[src/kai_pkg.sv]
`timescale 1ns / 1ps

package kai_pkg;

  localparam int MAX_SEGMENTS_DEF  = 16;
  localparam int FRACTION_BITS_DEF = 16;

  localparam int TIME_W  = 32;
  localparam int ANGLE_W = 32;
  localparam int INDEX_W = 5;
  localparam int COUNT_W = 5;
  localparam int SEG_W   = 4;

  localparam logic ACT_LOAD = 1'b0;
  localparam logic ACT_EVAL = 1'b1;

  typedef struct packed {
    logic end_we;
    logic ang_we;
  } kai_wr_ctl_t;

endpackage

[src/kai_if.sv]
`timescale 1ns / 1ps

interface kai_query_if;
  logic                                valid;
  logic                                ready;
  logic                                action;
  logic [kai_pkg::INDEX_W-1:0]         entry_index;
  logic [kai_pkg::TIME_W-1:0]          entry_end_time;
  logic signed [kai_pkg::ANGLE_W-1:0]  entry_angle;
  logic [kai_pkg::TIME_W-1:0]          query_time;

  modport source (output valid, action, entry_index, entry_end_time, entry_angle, query_time,
                  input ready);
  modport sink (input valid, action, entry_index, entry_end_time, entry_angle, query_time,
                output ready);
endinterface

interface kai_result_if;
  logic                                valid;
  logic                                ready;
  logic signed [kai_pkg::ANGLE_W-1:0]  angle_out;
  logic [kai_pkg::SEG_W-1:0]           segment_used;
  logic                                past_end;

  modport source (output valid, angle_out, segment_used, past_end, input ready);
  modport sink (input valid, angle_out, segment_used, past_end, output ready);
endinterface

[src/keyframe_angle_interpolator_top.sv]
`timescale 1ns / 1ps

// Piecewise linear keyframe interpolator. A load beat (action 0) writes one end time (index below
// MAX_SEGMENTS) and one angle (index up to MAX_SEGMENTS) into the keyframe table. An evaluate beat
// (action 1) returns one result beat with the interpolated Q8.24 angle, the segment used and a
// past-end flag. The evaluation runs the segment search, the fetch of the segment's bounds and
// angles, the divider, a multiply and a sum before the result is staged; a segment whose end time
// is not above its start skips the divider. The search walks the table's single end-time read port
// one end time per cycle, and the bit-serial divider yields one fraction bit per cycle. A query at
// or past the last end time goes from S_LAST straight to S_DONE. The query channel is not ready
// while an evaluation is in flight; the result sits in an output register until taken. Table
// entries are undefined until loaded; segment_count may be written only while the block is idle.
module keyframe_angle_interpolator_top #(
  parameter int MAX_SEGMENTS  = kai_pkg::MAX_SEGMENTS_DEF,
  parameter int FRACTION_BITS = kai_pkg::FRACTION_BITS_DEF
) (
  input  logic                        clk,
  input  logic                        rst,
  kai_query_if.sink                   query,
  kai_result_if.source                result,
  input  logic                        seg_count_we,
  input  logic [kai_pkg::COUNT_W-1:0] seg_count_wdata
);

  localparam int CW     = $clog2(MAX_SEGMENTS + 1);
  localparam int END_AW = (MAX_SEGMENTS > 1) ? $clog2(MAX_SEGMENTS) : 1;
  localparam int TW     = kai_pkg::TIME_W;
  localparam int AW     = kai_pkg::ANGLE_W;
  localparam int QW     = FRACTION_BITS + 1;
  localparam int PW     = AW + QW + 2;

  typedef enum logic [3:0] {
    S_IDLE, S_LAST, S_HINT, S_PREV, S_SCAN, S_FETCH, S_GET0, S_GET1,
    S_DIV, S_MUL, S_SUM, S_DONE
  } state_t;

  state_t                      state;
  logic [kai_pkg::COUNT_W-1:0] seg_count;
  logic [CW-1:0]               hint;
  logic [CW-1:0]               h;
  logic [TW-1:0]               t_r;
  logic [TW-1:0]               stop_r;
  logic signed [AW-1:0]        a0;
  logic signed [AW:0]          diff;
  logic [QW-1:0]               frac;
  logic signed [PW-1:0]        prod;
  logic signed [AW-1:0]        res_angle;
  logic [CW-1:0]               res_seg;
  logic                        res_past;
  logic                        out_valid;

  logic [CW-1:0]               n_eff;
  logic [CW-1:0]               h0;
  logic                        load_beat;
  logic                        eval_beat;
  kai_pkg::kai_wr_ctl_t        wr_ctl;
  logic [END_AW-1:0]           rd_end_addr;
  logic [CW-1:0]               rd_ang_addr;
  logic [TW-1:0]               end_rd;
  logic [AW-1:0]               ang_rd;
  logic [TW-1:0]               start_v;
  logic                        div_start;
  logic [TW-1:0]               div_num;
  logic [TW-1:0]               div_den;
  logic                        div_done;
  logic [QW-1:0]               div_quot;
  logic signed [PW-1:0]        prod_sh;

  always_comb begin
    if (seg_count == '0) begin
      n_eff = CW'(1);
    end else if (32'(seg_count) > 32'(MAX_SEGMENTS)) begin
      n_eff = CW'(MAX_SEGMENTS);
    end else begin
      n_eff = CW'(seg_count);
    end
  end

  assign h0 = (hint >= n_eff) ? '0 : hint;

  assign query.ready = (state == S_IDLE);
  assign load_beat   = query.valid && query.ready && (query.action == kai_pkg::ACT_LOAD);
  assign eval_beat   = query.valid && query.ready && (query.action == kai_pkg::ACT_EVAL);

  assign wr_ctl.end_we = load_beat && (32'(query.entry_index) < 32'(MAX_SEGMENTS));
  assign wr_ctl.ang_we = load_beat && (32'(query.entry_index) <= 32'(MAX_SEGMENTS));

  always_comb begin
    rd_end_addr = '0;
    rd_ang_addr = '0;
    unique case (state)
      S_IDLE: begin
        rd_end_addr = END_AW'(n_eff - 1'b1);
        rd_ang_addr = n_eff;
      end
      S_LAST:  rd_end_addr = END_AW'(h0);
      S_HINT:  rd_end_addr = (t_r > end_rd) ? END_AW'(h + 1'b1) : END_AW'(h - 1'b1);
      S_PREV:  rd_end_addr = '0;
      S_SCAN:  rd_end_addr = END_AW'(h + 1'b1);
      S_FETCH: begin
        rd_end_addr = END_AW'(h);
        rd_ang_addr = h;
      end
      S_GET0: begin
        rd_end_addr = END_AW'(h - 1'b1);
        rd_ang_addr = h + 1'b1;
      end
      default: begin
        rd_end_addr = '0;
        rd_ang_addr = '0;
      end
    endcase
  end

  kai_table #(
    .MAX_SEGMENTS(MAX_SEGMENTS)
  ) u_table (
    .clk         (clk),
    .wr_ctl      (wr_ctl),
    .wr_end_addr (END_AW'(query.entry_index)),
    .wr_ang_addr (CW'(query.entry_index)),
    .wr_end      (query.entry_end_time),
    .wr_ang      (query.entry_angle),
    .rd_end_addr (rd_end_addr),
    .rd_ang_addr (rd_ang_addr),
    .end_rd      (end_rd),
    .ang_rd      (ang_rd)
  );

  assign start_v   = (h == '0) ? '0 : end_rd;
  assign div_start = (state == S_GET1) && (stop_r > start_v);
  assign div_num   = (t_r > start_v) ? (t_r - start_v) : '0;
  assign div_den   = stop_r - start_v;

  kai_div #(
    .FRACTION_BITS(FRACTION_BITS)
  ) u_div (
    .clk   (clk),
    .rst   (rst),
    .start (div_start),
    .num   (div_num),
    .den   (div_den),
    .done  (div_done),
    .quot  (div_quot)
  );

  assign prod_sh = prod >>> FRACTION_BITS;

  always_ff @(posedge clk) begin
    if (rst) begin
      state     <= S_IDLE;
      seg_count <= kai_pkg::COUNT_W'(1);
      hint      <= '0;
      out_valid <= 1'b0;
    end else begin
      if (seg_count_we) begin
        seg_count <= seg_count_wdata;
      end
      if (out_valid && result.ready && (state != S_DONE)) begin
        out_valid <= 1'b0;
      end
      unique case (state)
        S_IDLE: begin
          if (eval_beat) begin
            t_r   <= query.query_time;
            state <= S_LAST;
          end
        end
        S_LAST: begin
          if (t_r >= end_rd) begin
            res_angle <= $signed(ang_rd);
            res_seg   <= n_eff - 1'b1;
            res_past  <= 1'b1;
            state     <= S_DONE;
          end else begin
            h     <= h0;
            state <= S_HINT;
          end
        end
        S_HINT: begin
          if (t_r > end_rd) begin
            h     <= h + 1'b1;
            state <= S_SCAN;
          end else if (h != '0) begin
            state <= S_PREV;
          end else begin
            state <= S_FETCH;
          end
        end
        S_PREV: begin
          if (t_r < end_rd) begin
            h     <= '0;
            state <= S_SCAN;
          end else begin
            state <= S_FETCH;
          end
        end
        S_SCAN: begin
          if ((h < n_eff - 1'b1) && (end_rd < t_r)) begin
            h <= h + 1'b1;
          end else begin
            state <= S_FETCH;
          end
        end
        S_FETCH: begin
          hint  <= h;
          state <= S_GET0;
        end
        S_GET0: begin
          stop_r <= end_rd;
          a0     <= $signed(ang_rd);
          state  <= S_GET1;
        end
        S_GET1: begin
          diff <= $signed({ang_rd[AW-1], ang_rd}) - $signed({a0[AW-1], a0});
          if (div_start) begin
            state <= S_DIV;
          end else begin
            frac  <= QW'(1) << FRACTION_BITS;
            state <= S_MUL;
          end
        end
        S_DIV: begin
          if (div_done) begin
            frac  <= div_quot;
            state <= S_MUL;
          end
        end
        S_MUL: begin
          prod  <= diff * $signed({1'b0, frac});
          state <= S_SUM;
        end
        S_SUM: begin
          res_angle <= a0 + $signed(prod_sh[AW-1:0]);
          res_seg   <= h;
          res_past  <= 1'b0;
          state     <= S_DONE;
        end
        S_DONE: begin
          if (!out_valid || result.ready) begin
            result.angle_out    <= res_angle;
            result.segment_used <= kai_pkg::SEG_W'(res_seg);
            result.past_end     <= res_past;
            out_valid           <= 1'b1;
            state               <= S_IDLE;
          end
        end
        default: state <= S_IDLE;
      endcase
    end
  end

  assign result.valid = out_valid;

endmodule

[src/kai_table.sv]
`timescale 1ns / 1ps

module kai_table #(
  parameter int  MAX_SEGMENTS = kai_pkg::MAX_SEGMENTS_DEF,
  localparam int END_AW       = (MAX_SEGMENTS > 1) ? $clog2(MAX_SEGMENTS) : 1,
  localparam int ANG_AW       = $clog2(MAX_SEGMENTS + 1)
) (
  input  logic                        clk,
  input  kai_pkg::kai_wr_ctl_t        wr_ctl,
  input  logic [END_AW-1:0]           wr_end_addr,
  input  logic [ANG_AW-1:0]           wr_ang_addr,
  input  logic [kai_pkg::TIME_W-1:0]  wr_end,
  input  logic [kai_pkg::ANGLE_W-1:0] wr_ang,
  input  logic [END_AW-1:0]           rd_end_addr,
  input  logic [ANG_AW-1:0]           rd_ang_addr,
  output logic [kai_pkg::TIME_W-1:0]  end_rd,
  output logic [kai_pkg::ANGLE_W-1:0] ang_rd
);

  logic [kai_pkg::TIME_W-1:0]  end_mem [MAX_SEGMENTS];
  logic [kai_pkg::ANGLE_W-1:0] ang_mem [MAX_SEGMENTS + 1];

  always_ff @(posedge clk) begin
    if (wr_ctl.end_we) begin
      end_mem[wr_end_addr] <= wr_end;
    end
    end_rd <= end_mem[rd_end_addr];
  end

  always_ff @(posedge clk) begin
    if (wr_ctl.ang_we) begin
      ang_mem[wr_ang_addr] <= wr_ang;
    end
    ang_rd <= ang_mem[rd_ang_addr];
  end

endmodule

[src/kai_div.sv]
`timescale 1ns / 1ps

// restoring divider, dividend num << FRACTION_BITS, requires num <= den
module kai_div #(
  parameter int FRACTION_BITS = kai_pkg::FRACTION_BITS_DEF
) (
  input  logic                       clk,
  input  logic                       rst,
  input  logic                       start,
  input  logic [kai_pkg::TIME_W-1:0] num,
  input  logic [kai_pkg::TIME_W-1:0] den,
  output logic                       done,
  output logic [FRACTION_BITS:0]     quot
);

  localparam int CNT_W = $clog2(FRACTION_BITS + 1);
  localparam int TW    = kai_pkg::TIME_W;

  logic             busy;
  logic [CNT_W-1:0] cnt;
  logic [TW-1:0]    rem;
  logic [TW-1:0]    den_r;
  logic [TW:0]      rem2;
  logic             take;

  assign rem2 = {rem, 1'b0};
  assign take = rem2 >= {1'b0, den_r};

  always_ff @(posedge clk) begin
    if (rst) begin
      busy <= 1'b0;
      done <= 1'b0;
      cnt  <= '0;
    end else begin
      done <= 1'b0;
      if (start) begin
        busy  <= 1'b1;
        cnt   <= CNT_W'(FRACTION_BITS);
        den_r <= den;
        if (num >= den) begin
          rem  <= num - den;
          quot <= (FRACTION_BITS + 1)'(1);
        end else begin
          rem  <= num;
          quot <= '0;
        end
      end else if (busy) begin
        rem  <= take ? TW'(rem2 - {1'b0, den_r}) : TW'(rem2);
        quot <= {quot[FRACTION_BITS-1:0], take};
        cnt  <= cnt - 1'b1;
        if (cnt == CNT_W'(1)) begin
          busy <= 1'b0;
          done <= 1'b1;
        end
      end
    end
  end

endmodule

[src/flat_wrapper.sv]
// flat-port wrapper written by rule: the top's interface ports become plain ports
module keyframe_angle_interpolator_top_flat 
#(
  parameter int MAX_SEGMENTS  = kai_pkg::MAX_SEGMENTS_DEF,
  parameter int FRACTION_BITS = kai_pkg::FRACTION_BITS_DEF
)
  (clk, rst, seg_count_we, seg_count_wdata, query_valid, query_action, query_entry_index, query_entry_end_time, query_entry_angle, query_query_time, query_ready, result_valid, result_angle_out, result_segment_used, result_past_end, result_ready);
  kai_query_if query_i ();
  kai_result_if result_i ();
  input  logic clk;
  input  logic rst;
  input  logic seg_count_we;
  input  logic [kai_pkg::COUNT_W-1:0] seg_count_wdata;
  input wire logic [$bits(query_i.valid)-1:0] query_valid;
  input wire logic [$bits(query_i.action)-1:0] query_action;
  input wire logic [$bits(query_i.entry_index)-1:0] query_entry_index;
  input wire logic [$bits(query_i.entry_end_time)-1:0] query_entry_end_time;
  input wire logic [$bits(query_i.entry_angle)-1:0] query_entry_angle;
  input wire logic [$bits(query_i.query_time)-1:0] query_query_time;
  output wire logic [$bits(query_i.ready)-1:0] query_ready;
  output wire logic [$bits(result_i.valid)-1:0] result_valid;
  output wire logic [$bits(result_i.angle_out)-1:0] result_angle_out;
  output wire logic [$bits(result_i.segment_used)-1:0] result_segment_used;
  output wire logic [$bits(result_i.past_end)-1:0] result_past_end;
  input wire logic [$bits(result_i.ready)-1:0] result_ready;
  assign query_i.valid = query_valid;
  assign query_i.action = query_action;
  assign query_i.entry_index = query_entry_index;
  assign query_i.entry_end_time = query_entry_end_time;
  assign query_i.entry_angle = query_entry_angle;
  assign query_i.query_time = query_query_time;
  assign query_ready = query_i.ready;
  assign result_valid = result_i.valid;
  assign result_angle_out = result_i.angle_out;
  assign result_segment_used = result_i.segment_used;
  assign result_past_end = result_i.past_end;
  assign result_i.ready = result_ready;
  keyframe_angle_interpolator_top #(.MAX_SEGMENTS(MAX_SEGMENTS), .FRACTION_BITS(FRACTION_BITS)) u_core (.clk(clk), .rst(rst), .query(query_i), .result(result_i), .seg_count_we(seg_count_we), .seg_count_wdata(seg_count_wdata));
endmodule
[config.mk]
export PLATFORM = sky130hd
export DESIGN_NAME = keyframe_angle_interpolator_top_flat
export DESIGN_NICKNAME = d
export VERILOG_FILES = /design/src/kai_pkg.sv /design/src/kai_if.sv /design/src/keyframe_angle_interpolator_top.sv /design/src/kai_table.sv /design/src/kai_div.sv /design/src/flat_wrapper.sv
export SDC_FILE = /design/constraint.sdc
export NUM_CORES = 2
export LEC_CHECK = 0
export ABC_AREA = 1
export BUFFER_PORTS_ARGS = -buffer_cell sky130_fd_sc_hd__buf_2
export CAP_MARGIN = 20
export CORE_ASPECT_RATIO = 0.75
export CORE_UTILIZATION = 45
export CTS_BUF_LIST = sky130_fd_sc_hd__clkbuf_8
export CTS_CLUSTER_DIAMETER = 80
export DETAILED_ROUTE_END_ITERATION = 7
export PLACE_DENSITY = 0.61
export SLEW_MARGIN = 25
export SYNTH_ARGS = -nofsm -noshare
export SYNTH_HDL_FRONTEND = slang
export SYNTH_SLANG_ARGS = --single-unit
[constraint.sdc]
create_clock -name clk -period 5.8 [get_ports clk]
set_clock_uncertainty 0.1 [all_clocks]
set_input_delay 1.16 -clock clk [delete_from_list [all_inputs] [get_ports clk]]
set_output_delay 1.16 -clock clk [all_outputs]
set_load 0.005 [all_outputs]
==> flow_metrics.py <==
metrics = {
    "outcome": {
        "outcome": "complete, but fails checks",
        "failed_checks": "design-rule violations, negative setup slack",
    },
    "pwr": {
        "cellPowerDensity_nw_per_um2": 622,
        "leakage_nw": 47.3,
        "switching_share": 0.455,
        "power.net_switching_mw": 30.0,
        "p_int_mw": 36.0,
        "ir_drop_mv": 0.971,
        "clkPwrFrac": 0.132,
        "power_frac_comb": 0.662,
        "p_seq_frac": 0.206,
        "fin_total_pwr_mw": 66.0,
    },
    "worst_setup_path": {
        "cp_data_required_time_ns": 6.37,
        "cp_top_family": "adder cells",
        "max_stage_delay_ns": 0.57,
        "cp-endpoint": "u_core.prod[42]",
        "cpMostUsedCell": "fa_1",
        "reg2reg_slack_ns": -0.24,
        "reg2reg_from": "u_core.frac[9]",
        "startpoint": "u_core.frac[9]",
        "rr_endpoint": "u_core.prod[42]",
        "critPathSlowestCell": "fa_1",
        "end_kind": "flop",
        "path_depth": 26,
        "arrival_ns": 6.60,
        "critical_path_class": "flop to flop",
        "path_buf_inv": 9,
        "start_kind": "flop",
        "r2r_cells": 26,
        "cp_max_fo": 6,
    },
    "clock_network": {
        "insertion_delay_ns": 0.98,
        "postCtsHoldBufs": 0,
        "clkTransAtPathRegs_ns": 0.07,
        "root_buffer": "clkbuf_8",
        "cts_sinks": 1480,
        "cts_tree": "built",
        "cts_buffers": 233,
        "htreeDepth": 4,
        "clockBufferDepth": 4,
    },
    "detailed_routing": {
        "drtAntennaViolNets": 0,
        "drc": 20,
        "routed_wl_um": 278000,
        "dr.pass1.iters": 8,
        "drt_iter0_markers": 6661,
        "viasPerCell": 5.26,
        "post_drt_wl_per_cell_um": 21.3,
        "vias": 68600,
    },
    "timing": {
        "tightest_slew_ns": 1.08,
        "period_share": 1.04,
        "fmax_mhz": 166,
        "setup_violations": 23,
        "hold_viol_final": 0,
        "tns_ns": -2.99,
        "maxSlewViolCount": 0,
        "rsz0062_at_grt": "true",
        "max-slew-margin-rel": 0.279,
        "fin_crit_ns": 6.04,
        "fin_ws_ns": -0.236,
    },
    "synthesis": {
        "synthCells": 9399,
        "synth_area_um2": 90200,
        "yosysTopAreaCell": "edfxtp_1",
        "synth_top_area_share": 0.464,
        "ys_seq_area_frac": 0.483,
        "synth_warnings": 0,
        "synth_edf_count": 1394,
        "synth.area.top_cells": "edfxtp_1 (46%), fa_1 (12%), nand2_1 (8.8%)",
        "synth-main-ff-cell": "edfxtp_1",
        "synthArstFlopShare": 0,
        "synth.distinct_cells": 58,
        "avgSynthCellArea_um2": 9.59,
        "ys_seq_elements": 1480,
        "synth_fp_nets": 10400,
    },
    "floorplanning": {
        "fp.coreArea_um2": 198000,
        "fp.dieW_um": 519,
        "fp.dieH_um": 390,
        "start_util": 0.455,
        "pin_count": 151,
        "num_rows": 141,
        "die-area_um2": 202000,
    },
    "layout": {
        "layout-drive-gt1-share": 0.161,
        "final_core_util": 0.535,
        "areaGrowthSynthToFinish_pct": 17.5,
        "reg_top3": "u_core.u_table.ang_mem: 544 flops, u_core.u_table.end_mem: 512 flops, u_core.diff: 33 flops",
        "top_register": "u_core.u_table.ang_mem",
        "final_common_cell": "nand2_1",
        "nets": 11200,
        "largest_register_ff_count": 544,
        "layout_common_cells": "nand2_1 (2,045), inv_1 (1,850), edfxtp_1 (1,394), buf_4 (709), nand3_1 (635)",
    },
    "grt": {
        "grtUsageTotal": 0.272,
        "antenna_found_initial": 36,
        "grt_pass1_wl_um": 415000,
        "grt_pass1_vias": 66000,
        "grt_max_degree": 168,
        "gr-total-overflow": 0,
    },
    "flow_run": {
        "maxCapViolations": 0,
    },
    "placement": {
        "dp_hpwl_um": 197000,
        "port_buffers": 150,
        "gp_congestion": 0.942,
    },
    "hold_path": {
        "hp-class": "flop to flop",
    },
}
-- metrics by stage --
step / cell area [um^2] / hold slack [ns] / std cells / setup slack [ns]
global placement: 98900 / 0.304 / 12500 / -0.493
floorplan: 90200 / 0.300 / 9399 / 0.0203
finish: 106000 / 0.299 / 13000 / -0.236
detailed placement: 99000 / 0.305 / 12500 / -0.548
global route: 106000 / 0.261 / 13000 / -0.461
CTS: 105000 / 0.239 / 13000 / -0.245
-- worst min path at each step --
| stage | from | end | slack (ns) | cells after the start |
|---|---|---|---|---|
| CTS | query_query_time[3] | u_core.t_r[3] | 0.24 | 1 |
| global placement | u_core.res_angle[23] | u_core.result.angle_out[23] | 0.30 | 0 |
| floorplan | u_core.res_angle[0] | u_core.result.angle_out[0] | 0.30 | 0 |
| global route | query_query_time[3] | u_core.t_r[3] | 0.26 | 1 |
| finish | u_core.res_angle[31] | u_core.result.angle_out[31] | 0.30 | 0 |
| detailed placement | u_core.res_angle[10] | u_core.result.angle_out[10] | 0.30 | 0 |
-- cell families (layout without fill, tap and decap cells) --
family / Yosys count / in the layout / share of synthesized area
and+or+nand+nor: 3335 / 3335 / 0.154
AOI/OAI and AO/OA: 1273 / 1273 / 0.0831
xor gates and xnor gates: 201 / 201 / 0.0195
other: 0 / 16 / 0
DFF: 1480 / 1480 / 0.483
buffers and inverters: 2242 / 3216 / 0.0960
adders and majority gates: 868 / 868 / 0.164
-- final cells by class --
cell class	count	area [um^2]
fill	17800	92000
multi-input combinational	5677	39900
clock buffer	240	3300
inverter	1841	6920
sequential	1480	43600
tap	2645	3310
timing repair buffer	950	7730
antenna	16	40.0
clock inverter	185	1140
-- cells in the mapped netlist (all sizes together) (63+ instances only) --
cell / count
o211ai: 278
buf: 195
ha: 348
nor2: 378
xnor2: 83
edfxtp: 1394
nand3: 647
dfxtp: 86
a21oi: 323
o21ai: 522
nand2: 2120
fa: 520
inv: 1838
clkbuf: 206
nand3b: 63
xor2: 118
-- layer usage --
| metal | share of wire | vias to the layer above | GRT usage |
|---|---|---|---|
| met5 | 0.00039 | - | 0 |
| met1 | 0.47 | 33500 | 0.410 |
| li1 | - | 32200 | - |
| met4 | 0.021 | 16 | 0.0623 |
| met3 | 0.085 | 363 | 0.0508 |
| met2 | 0.43 | 2602 | 0.403 |
-- repair_timing --
item,CTS,global route
cloned,4,5
resized for setup,170,289
pin swaps,63,128
endpoints found under the setup margin,58,64
setup buffers,35,32
hold endpoints to repair,0,0
-- power groups by stage --
| stage | registers [mW] | clock network, mW | logic, mW |
|---|---|---|---|
| 5_1_grt | 13.6 | 9.28 | 47.3 |
| 3_3_place_gp | 13.8 | 0 | 36.1 |
| 4_1_cts | 13.6 | 8.84 | 39.0 |
| 6_report | 13.6 | 8.69 | 43.7 |
| 3_5_place_dp | 13.8 | 0 | 36.3 |
| 2_1_floorplan | 13.3 | 0 | 19.8 |
Note: power is estimated with default switching activity, not from simulation.
